**src/rtl/samp_pkg.sv**
```systemverilog
// shared types and constants for the stepper angle move pulser
package samp_pkg;

  localparam int ANGLE_W = 24;
  localparam int MAG_W = ANGLE_W + 1;
  localparam int CFG_W = 16;
  localparam int GEAR_W = 2 * CFG_W;
  localparam int PROD_W = MAG_W + GEAR_W;
  localparam int STEP_W = 32;
  localparam int PHASE_W = 16;
  localparam int ANGLE_DIVISOR = 3600000;

  // divide by 3600000 as a shift by 7 and a divide by 28125
  localparam int DIV_SHIFT = 7;
  localparam int DIV_DEN = ANGLE_DIVISOR >> DIV_SHIFT;
  localparam int DEN_W = $clog2(DIV_DEN);
  localparam int SAT_W = PROD_W - STEP_W - DIV_SHIFT;
  localparam int DIGIT_W = 16;
  localparam int DIGIT_X_W = DEN_W + DIGIT_W;
  localparam int RECIP_W = 32;
  localparam int RECIP_SHIFT = DIGIT_X_W + DEN_W;
  localparam logic [RECIP_W-1:0] DEN_RECIP =
    RECIP_W'(((64'd1 << RECIP_SHIFT) + 64'(DIV_DEN) - 64'd1) / 64'(DIV_DEN));
  localparam int RECIP_PROD_W = RECIP_SHIFT + DIGIT_W;
  localparam int DIV_DIGITS = STEP_W / DIGIT_W;
  localparam int DIV_CNT_W = $clog2(2 * DIV_DIGITS);

  localparam int CFG_IDX_W = 2;
  localparam logic [CFG_IDX_W-1:0] CFG_STEPS_PER_REV = 2'd0;
  localparam logic [CFG_IDX_W-1:0] CFG_GEAR_HUNDREDTHS = 2'd1;
  localparam logic [CFG_IDX_W-1:0] CFG_HALF_PERIOD = 2'd2;

  localparam logic [CFG_W-1:0] STEPS_PER_REV_RST = 16'd3200;
  localparam logic [CFG_W-1:0] GEAR_HUNDREDTHS_RST = 16'd371;
  localparam logic [CFG_W-1:0] HALF_PERIOD_RST = 16'd400;

  typedef enum logic [2:0] {
    ST_IDLE,
    ST_MUL,
    ST_DIV_INIT,
    ST_DIV,
    ST_COMMIT
  } state_t;

  typedef struct packed {
    logic accept;
    logic rej;
    logic tick;
    logic start;
    logic mul;
    logic div_init;
    logic div_mul;
    logic div_red;
    logic commit;
  } dp_cmd_t;

  typedef struct packed {
    logic moving;
    logic same_angle;
  } dp_sts_t;

endpackage

```
**src/rtl/samp_ctrl.sv**
```systemverilog
// controller: sequences ticks, commands and the step count division
module samp_ctrl (
  input  logic               clk,
  input  logic               rst_n,
  input  logic               in_valid,
  input  logic               in_mode,
  output logic               in_ready,
  output logic               out_valid,
  input  logic               out_ready,
  input  samp_pkg::dp_sts_t  sts,
  output samp_pkg::dp_cmd_t  cmd
);

  samp_pkg::state_t state_r, state_nxt;
  logic [samp_pkg::DIV_CNT_W-1:0] cnt_r, cnt_nxt;
  logic out_valid_r, out_valid_nxt;
  logic accept;

  assign out_valid = out_valid_r;
  assign in_ready = (state_r == samp_pkg::ST_IDLE) && (!out_valid_r || out_ready);
  assign accept = in_valid && in_ready;

  always_ff @(posedge clk) begin
    if (!rst_n) begin
      state_r <= samp_pkg::ST_IDLE;
      cnt_r <= '0;
      out_valid_r <= 1'b0;
    end else begin
      state_r <= state_nxt;
      cnt_r <= cnt_nxt;
      out_valid_r <= out_valid_nxt;
    end
  end

  always_comb begin
    state_nxt = state_r;
    cnt_nxt = cnt_r;
    out_valid_nxt = out_valid_r && !out_ready;
    cmd = '0;
    unique case (state_r)
      samp_pkg::ST_IDLE: begin
        if (accept) begin
          cmd.accept = 1'b1;
          if (!in_mode) begin
            cmd.tick = 1'b1;
            out_valid_nxt = 1'b1;
          end else if (sts.moving) begin
            cmd.rej = 1'b1;
            out_valid_nxt = 1'b1;
          end else if (sts.same_angle) begin
            out_valid_nxt = 1'b1;
          end else begin
            cmd.start = 1'b1;
            state_nxt = samp_pkg::ST_MUL;
          end
        end
      end
      samp_pkg::ST_MUL: begin
        cmd.mul = 1'b1;
        state_nxt = samp_pkg::ST_DIV_INIT;
      end
      samp_pkg::ST_DIV_INIT: begin
        cmd.div_init = 1'b1;
        cnt_nxt = '0;
        state_nxt = samp_pkg::ST_DIV;
      end
      samp_pkg::ST_DIV: begin
        // even count: reciprocal multiply, odd count: remainder and digit
        cmd.div_mul = !cnt_r[0];
        cmd.div_red = cnt_r[0];
        cnt_nxt = cnt_r + samp_pkg::DIV_CNT_W'(1);
        if (cnt_r == '1) begin
          state_nxt = samp_pkg::ST_COMMIT;
        end
      end
      samp_pkg::ST_COMMIT: begin
        cmd.commit = 1'b1;
        out_valid_nxt = 1'b1;
        state_nxt = samp_pkg::ST_IDLE;
      end
      default: begin
        state_nxt = samp_pkg::ST_IDLE;
      end
    endcase
  end

endmodule

```
**src/rtl/samp_datapath.sv**
```systemverilog
// datapath: config registers, angle and step state, multiply and reciprocal divide
module samp_datapath (
  input  logic                                clk,
  input  logic                                rst_n,
  input  logic                                cfg_valid,
  output logic                                cfg_ready,
  input  logic [samp_pkg::CFG_IDX_W-1:0]      cfg_index,
  input  logic [samp_pkg::CFG_W-1:0]          cfg_data,
  input  logic signed [samp_pkg::ANGLE_W-1:0] in_target_angle,
  input  samp_pkg::dp_cmd_t                   cmd,
  output samp_pkg::dp_sts_t                   sts,
  output logic                                out_enable,
  output logic                                out_direction,
  output logic                                out_pulse,
  output logic                                out_busy_res,
  output logic                                out_rejected
);

  logic [samp_pkg::CFG_W-1:0] spr_r, gear_r, half_r;

  logic signed [samp_pkg::ANGLE_W-1:0] cur_r, cur_nxt;
  logic [samp_pkg::STEP_W-1:0] steps_r, steps_nxt;
  logic [samp_pkg::PHASE_W-1:0] phase_r, phase_nxt;
  logic pulse_r, pulse_nxt;
  logic dir_r, dir_nxt;
  logic moving_r, moving_nxt;
  logic rej_r;

  logic signed [samp_pkg::ANGLE_W-1:0] tgt_r;
  logic dirp_r;
  logic [samp_pkg::MAG_W-1:0] mag_r;
  logic [samp_pkg::GEAR_W-1:0] gprod_r;
  logic [samp_pkg::PROD_W-1:0] big_r;
  logic sat_r;
  logic [samp_pkg::DEN_W-1:0] rem_r;
  logic [samp_pkg::STEP_W-1:0] quo_r;
  logic [samp_pkg::RECIP_PROD_W-1:0] rprod_r;

  logic signed [samp_pkg::MAG_W-1:0] cur_ext, tgt_ext;
  logic cur_gt;
  logic [samp_pkg::MAG_W-1:0] mag_w;
  logic [samp_pkg::DIGIT_X_W-1:0] x_w, qd_w, r_w;
  logic [samp_pkg::DIGIT_W-1:0] q_w;
  logic [samp_pkg::PHASE_W-1:0] half_eff, phase_inc;
  logic [samp_pkg::STEP_W-1:0] steps_dec, cnt_w;

  assign cfg_ready = 1'b1;

  always_ff @(posedge clk) begin
    if (!rst_n) begin
      spr_r <= samp_pkg::STEPS_PER_REV_RST;
      gear_r <= samp_pkg::GEAR_HUNDREDTHS_RST;
      half_r <= samp_pkg::HALF_PERIOD_RST;
    end else if (cfg_valid) begin
      unique case (cfg_index)
        samp_pkg::CFG_STEPS_PER_REV:   spr_r <= cfg_data;
        samp_pkg::CFG_GEAR_HUNDREDTHS: gear_r <= cfg_data;
        samp_pkg::CFG_HALF_PERIOD:     half_r <= cfg_data;
        default: begin
        end
      endcase
    end
  end

  // move setup
  assign cur_ext = samp_pkg::MAG_W'(cur_r);
  assign tgt_ext = samp_pkg::MAG_W'(in_target_angle);
  assign cur_gt = cur_r > in_target_angle;
  assign mag_w = cur_gt ? samp_pkg::MAG_W'(cur_ext - tgt_ext)
                        : samp_pkg::MAG_W'(tgt_ext - cur_ext);
  assign sts.same_angle = (cur_r == in_target_angle);
  assign sts.moving = moving_r;

  // one 16-bit quotient digit per reciprocal multiply and remainder step
  assign x_w = {rem_r, quo_r[samp_pkg::STEP_W-1 -: samp_pkg::DIGIT_W]};
  assign q_w = rprod_r[samp_pkg::RECIP_SHIFT +: samp_pkg::DIGIT_W];
  assign qd_w = samp_pkg::DIGIT_X_W'(q_w) * samp_pkg::DIGIT_X_W'(samp_pkg::DIV_DEN);
  assign r_w = x_w - qd_w;

  always_ff @(posedge clk) begin
    if (cmd.start) begin
      tgt_r <= in_target_angle;
      dirp_r <= cur_gt;
      mag_r <= mag_w;
      gprod_r <= samp_pkg::GEAR_W'(spr_r) * samp_pkg::GEAR_W'(gear_r);
    end
    if (cmd.mul) begin
      big_r <= samp_pkg::PROD_W'(mag_r) * samp_pkg::PROD_W'(gprod_r);
    end
    if (cmd.div_init) begin
      sat_r <= big_r[samp_pkg::PROD_W-1 -: samp_pkg::SAT_W] >=
               samp_pkg::SAT_W'(samp_pkg::DIV_DEN);
      rem_r <= big_r[samp_pkg::STEP_W+samp_pkg::DIV_SHIFT +: samp_pkg::DEN_W];
      quo_r <= big_r[samp_pkg::DIV_SHIFT +: samp_pkg::STEP_W];
    end else if (cmd.div_red) begin
      rem_r <= r_w[samp_pkg::DEN_W-1:0];
      quo_r <= {quo_r[samp_pkg::STEP_W-samp_pkg::DIGIT_W-1:0], q_w};
    end
    if (cmd.div_mul) begin
      rprod_r <= samp_pkg::RECIP_PROD_W'(x_w) * samp_pkg::RECIP_PROD_W'(samp_pkg::DEN_RECIP);
    end
  end

  assign half_eff = (half_r == '0) ? samp_pkg::PHASE_W'(1) : half_r;
  assign phase_inc = phase_r + samp_pkg::PHASE_W'(1);
  assign steps_dec = steps_r - samp_pkg::STEP_W'(1);
  assign cnt_w = sat_r ? '1 : quo_r;

  always_comb begin
    cur_nxt = cur_r;
    steps_nxt = steps_r;
    phase_nxt = phase_r;
    pulse_nxt = pulse_r;
    dir_nxt = dir_r;
    moving_nxt = moving_r;
    if (cmd.tick && moving_r) begin
      if (phase_inc < half_eff) begin
        phase_nxt = phase_inc;
      end else begin
        phase_nxt = '0;
        if (pulse_r) begin
          pulse_nxt = 1'b0;
        end else begin
          steps_nxt = steps_dec;
          if (steps_dec == '0) begin
            moving_nxt = 1'b0;
          end else begin
            pulse_nxt = 1'b1;
          end
        end
      end
    end
    if (cmd.commit) begin
      cur_nxt = tgt_r;
      dir_nxt = dirp_r;
      if (cnt_w != '0) begin
        steps_nxt = cnt_w;
        phase_nxt = '0;
        pulse_nxt = 1'b1;
        moving_nxt = 1'b1;
      end
    end
  end

  always_ff @(posedge clk) begin
    if (!rst_n) begin
      cur_r <= '0;
      steps_r <= '0;
      phase_r <= '0;
      pulse_r <= 1'b0;
      dir_r <= 1'b0;
      moving_r <= 1'b0;
      rej_r <= 1'b0;
    end else begin
      cur_r <= cur_nxt;
      steps_r <= steps_nxt;
      phase_r <= phase_nxt;
      pulse_r <= pulse_nxt;
      dir_r <= dir_nxt;
      moving_r <= moving_nxt;
      if (cmd.accept) begin
        rej_r <= cmd.rej;
      end
    end
  end

  assign out_enable = moving_r;
  assign out_direction = dir_r;
  assign out_pulse = pulse_r;
  assign out_busy_res = moving_r;
  assign out_rejected = rej_r;

endmodule

```
**src/rtl/stepper_angle_move_pulser_top.sv**
```systemverilog
// top level of the stepper angle move pulser
// Input beats carry in_mode (0 = tick, 1 = move command) and a signed
// in_target_angle in hundredths of a degree. Every input beat yields one
// output beat with enable, direction, pulse, busy and rejected levels.
// A tick, a rejected command or a command to the current angle gives its
// output beat in the cycle after acceptance; ticks can run at one per
// cycle while the receiver does not stall. A move command gives its output
// beat after these steps: the gear product is latched at acceptance, then
// the 25 x 32 bit multiply, a step that checks for saturation and drops the
// factor 128 of 3600000, the divide by 28125 (two 16-bit quotient digits,
// each a reciprocal multiply and a remainder step), a commit step and the
// output register; no input beat is taken meanwhile.
// The cfg channel is always ready; index 0 is steps per rev, 1 the gear
// ratio in hundredths, 2 the half period in ticks. Write it only while idle.
// Synchronous active-low reset loads the default config and clears angle,
// step count and all output levels. While the receiver stalls the output
// beat holds and in_ready stays low.
module stepper_angle_move_pulser_top (
  input  logic                                clk,
  input  logic                                rst_n,
  input  logic                                cfg_valid,
  output logic                                cfg_ready,
  input  logic [samp_pkg::CFG_IDX_W-1:0]      cfg_index,
  input  logic [samp_pkg::CFG_W-1:0]          cfg_data,
  input  logic                                in_valid,
  output logic                                in_ready,
  input  logic                                in_mode,
  input  logic signed [samp_pkg::ANGLE_W-1:0] in_target_angle,
  output logic                                out_valid,
  input  logic                                out_ready,
  output logic                                out_enable,
  output logic                                out_direction,
  output logic                                out_pulse,
  output logic                                out_busy_res,
  output logic                                out_rejected
);

  samp_pkg::dp_cmd_t cmd;
  samp_pkg::dp_sts_t sts;

  samp_ctrl u_ctrl (
    .clk       (clk),
    .rst_n     (rst_n),
    .in_valid  (in_valid),
    .in_mode   (in_mode),
    .in_ready  (in_ready),
    .out_valid (out_valid),
    .out_ready (out_ready),
    .sts       (sts),
    .cmd       (cmd)
  );

  samp_datapath u_datapath (
    .clk             (clk),
    .rst_n           (rst_n),
    .cfg_valid       (cfg_valid),
    .cfg_ready       (cfg_ready),
    .cfg_index       (cfg_index),
    .cfg_data        (cfg_data),
    .in_target_angle (in_target_angle),
    .cmd             (cmd),
    .sts             (sts),
    .out_enable      (out_enable),
    .out_direction   (out_direction),
    .out_pulse       (out_pulse),
    .out_busy_res    (out_busy_res),
    .out_rejected    (out_rejected)
  );

endmodule

```
**config.mk**
```make
export PLATFORM = sky130hd
export DESIGN_NAME = stepper_angle_move_pulser_top
export DESIGN_NICKNAME = d
export VERILOG_FILES = /design/src/rtl/samp_pkg.sv /design/src/rtl/samp_ctrl.sv /design/src/rtl/samp_datapath.sv /design/src/rtl/stepper_angle_move_pulser_top.sv
export SDC_FILE = /design/constraint.sdc
export NUM_CORES = 2
export LEC_CHECK = 0
export BUFFER_PORTS_ARGS = -buffer_cell sky130_fd_sc_hd__buf_2
export CORE_UTILIZATION = 45
export CTS_BUF_LIST = sky130_fd_sc_hd__clkbuf_16
export DETAILED_ROUTE_END_ITERATION = 8
export GPL_ROUTABILITY_DRIVEN = 0
export PLACE_DENSITY = 0.65
export SLEW_MARGIN = 20
export SYNTH_ARGS = -nofsm -noshare
export SYNTH_HDL_FRONTEND = slang
export SYNTH_HIERARCHICAL = 1
export SYNTH_SLANG_ARGS = --single-unit
```
**constraint.sdc**
```tcl
create_clock -name clk -period 7.1 [get_ports clk]
set_input_delay 1.065 -clock clk [delete_from_list [all_inputs] [get_ports clk]]
set_output_delay 1.065 -clock clk [all_outputs]
set_load 0.02 [all_outputs]
```
==> results.txt <==
Max Cap Violations: 0
Setup Skew: 0.05034 ns
yosys warns: 6
first-pass GRT wire length: 277.5 mm
clock buffer count from CTS: 42
Detail Route Antenna Nets: 0
RSZ-0062 raised after global routing: yes
minimum clock period: 6.961 ns
status: finished clean
WL per Instance: 19.18 um
Peak Freq: 143.7 MHz
adder-cell share of the synthesized area: 53.21%
initial antenna violation count: 2
synth unique cells: 91
DR iter-0 viols: 2839
commonest non-fill, non-tap cells in the layout: inv_1, fa_1, ha_1
Cell Rows: 140
Yosys top cell area share: 38.03%
grt total ovfl: 0
core area: 145900 um2
clk slew on worst S/H paths: 0.06 ns
critical path class: register to register
Multi-input gate area: 51230 um2
#FFs+latches synth: 326
CP Launch Type: register
Worst EP required: 7.50 ns
multiplexer share of the synthesized area: 1.041%
Final Hold Viols: 0
share of cells above drive strength 1: 8.446%
worst-margin pin slew: 1.011 ns
number of flops mapped to enable cells by yosys: 196
number of global-route vias before repair: 51620
CTS max path bufs: 3
Mean Syn Cell Area: 9.507 um2
worst rel slew slack: 32.51%
Post-Syn Instances: 6977
WP data arrival: 7.36 ns
H-tree levels: 2
first-pass iteration count of the detailed router: 6
Post-Synth XOR/XNOR Area: 2.654%
CTS tree: yes
Final nets: 9255
Synth Area in Compound Gates: 6.287%
CTS sink cnt: 326
Final period util: 98.04%
Die H: 385.9 um
residual DRC count: 0
largest family of logic cells by synthesized area: adder cells
# setup viols final: 0
vias after detailed routing: 47810
Detail Placement HPWL: 142.6 mm
CP Max Fanout: 7
fill count: 13300
Slew Viols, Final: 0
Post-Synthesis Cell Area: 66330 um2
Layout Cells excl Fill: 9093
Clock Latency Late Sink: 0.63 ns
clk root buf: clkbuf_16
die width: 385.9 um
GRT Resource Usage Total: 23.83%
Die ar.: 148900 um2
most common cell after layout, fill and taps aside: inv_1
Worst Setup End Kind: register
Layout area overhead: 10.26%
Placed Instances: 8976
I/O pins: 56
ys flop type: edfxtp_1
largest net degree at the start of global routing: 75
drt total wl: 174.4 mm
Synth area leaders: fa_1, ha_1, inv_1
cell taking the most area after synthesis: fa_1
Syn Nets: 9090
post-synthesis sequential area ratio: 12.80%
buffers added on ports: 54
vias per cell: 5.257
Hold WC Path Type: register to register
Register Area: 8488 um2
share of synthesized registers carrying an async set or reset: 0%
simple-gate share of the synthesized area: 13.17%
Initial Utilization: 45.46%
==> area by class of cell <==
cell class | count | area share, %
diodes | 1 | 0.003422
clock buffers | 43 | 1.471
clock inverters | 34 | 0.4448
inverters | 1630 | 8.383
multi-input cells | 4763 | 70.05
flip-flops and latches | 326 | 11.61
well taps | 1917 | 3.280
repair buffers | 379 | 4.760
==> worst max-delay path, stage by stage (launching register included) <==
cell and delay, ns:
edfxtp_1 0.48, buf_12 0.20, and2_1 0.17, fa_1 0.54, inv_1 0.05, fa_1 0.48
inv_1 0.05, fa_1 0.48, fa_2 0.62, fa_1 0.42, fa_1 0.49, inv_1 0.05
fa_2 0.57, inv_1 0.06, ha_1 0.33, a21oi_2 0.17, o21ai_2 0.08, a311o_1 0.30
o21bai_4 0.22, a21oi_4 0.17, a21oi_4 0.09, a31oi_4 0.20, or4b_1 0.45, o311ai_1 0.09
==> flip-flops by register name (all words and copies together), names as in the netlist, 2 cells and up <==
| register | count |
|---|---|
| u_datapath/tgt_r | 24 |
| u_datapath/cur_r | 24 |
| u_datapath/phase_r | 16 |
| u_datapath/mag_r | 25 |
| u_datapath/spr_r | 16 |
| u_datapath/rprod_r | 16 |
| u_datapath/gprod_r | 32 |
| u_datapath/quo_r | 32 |
| u_datapath/steps_r | 32 |
| u_datapath/big_r | 50 |
| u_ctrl/state_r | 3 |
| u_datapath/gear_r | 16 |
| u_datapath/rem_r | 15 |
| u_ctrl/cnt_r | 2 |
| u_datapath/half_r | 16 |
==> metrics by stage <==
step	hold WS [ns]	setup TNS, ns	cell area [um2]	worst slack [ns]	utilization (%)
floorplan	0.4364	0	66330	0.2037	-
global placement	0.4436	-0.1488	70690	-0.07376	48.45
detailed placement	0.4487	-0.7380	70690	-0.1523	48.45
CTS	0.4568	0	72150	0.02334	49.45
global route	0.4733	-0.1994	73130	-0.08958	50.12
finish	0.4567	0	73130	0.1391	50.12
==> timing repair <==
action	4_1_cts	5_1_grt
resized for setup	12	130
buffers inserted	1	35
hold buffers	0	0
cloned	0	3
pin swaps	2	64
endpoints found under the setup margin	17	34
==> logic make-up after synthesis <==
| family | after synthesis |
|---|---|
| buffers and inverters | 1888 |
| flip-flops | 326 |
| XOR/XNOR | 201 |
| AO/OA/AOI/OAI | 677 |
| adder cells (fa/ha/maj) | 2065 |
| other | 1 |
| multiplexers | 65 |
| AND/OR/NAND/NOR | 1754 |
==> cell usage after synthesis, types with 6 or more instances <==
cell type	count
nand3b_1	18
o21ai_0	144
a211oi_1	13
buf_4	7
inv_1	1628
fa_1	1260
clkbuf_1	231
mux2_2	28
nor2_1	140
nand4b_1	10
a21oi_1	252
o211ai_1	14
nor2b_1	23
edfxtp_1	196
nor3_1	33
o21bai_1	33
a21boi_0	13
ha_1	805
or3_1	10
buf_1	6
dfxtp_1	130
nand2b_1	16
nand4_1	49
or2_2	9
a21o_1	89
nor4_1	18
nand2_1	777
xor2_1	90
o21a_1	19
xnor2_1	111
and2_1	524
o21ai_1	6
and3_1	29
o31ai_1	7
nor3b_1	7
buf_2	8
mux2i_1	36
nand3_1	62
a31oi_1	21
==> per-layer routing <==
layer	up-vias	GRT usage, %	routed length [um]
li1	21750	-	-
met1	24250	30.18	70970
met2	1440	41.55	86270
met3	364	3.205	10370
met4	2	8.293	6820
met5	-	0	13
==> final timing paths <==
path                                                        start                                 to  slack [ns]  cells after the start
worst max-delay path             u_datapath/gprod_r[14]$_DFFE_PP_     u_datapath/big_r[55]$_DFFE_PP_        0.14                     23
worst min-delay path            u_datapath/half_r[0]$_SDFFE_PN0P_  u_datapath/half_r[0]$_SDFFE_PN0P_        0.46                      2
worst max register to register   u_datapath/gprod_r[14]$_DFFE_PP_     u_datapath/big_r[55]$_DFFE_PP_        0.14                     23
worst min register to register  u_datapath/half_r[0]$_SDFFE_PN0P_  u_datapath/half_r[0]$_SDFFE_PN0P_        0.46                      2
Power is not shown: default switching activity piles up to over one toggle a cycle in this logic, so the estimate is an artifact.
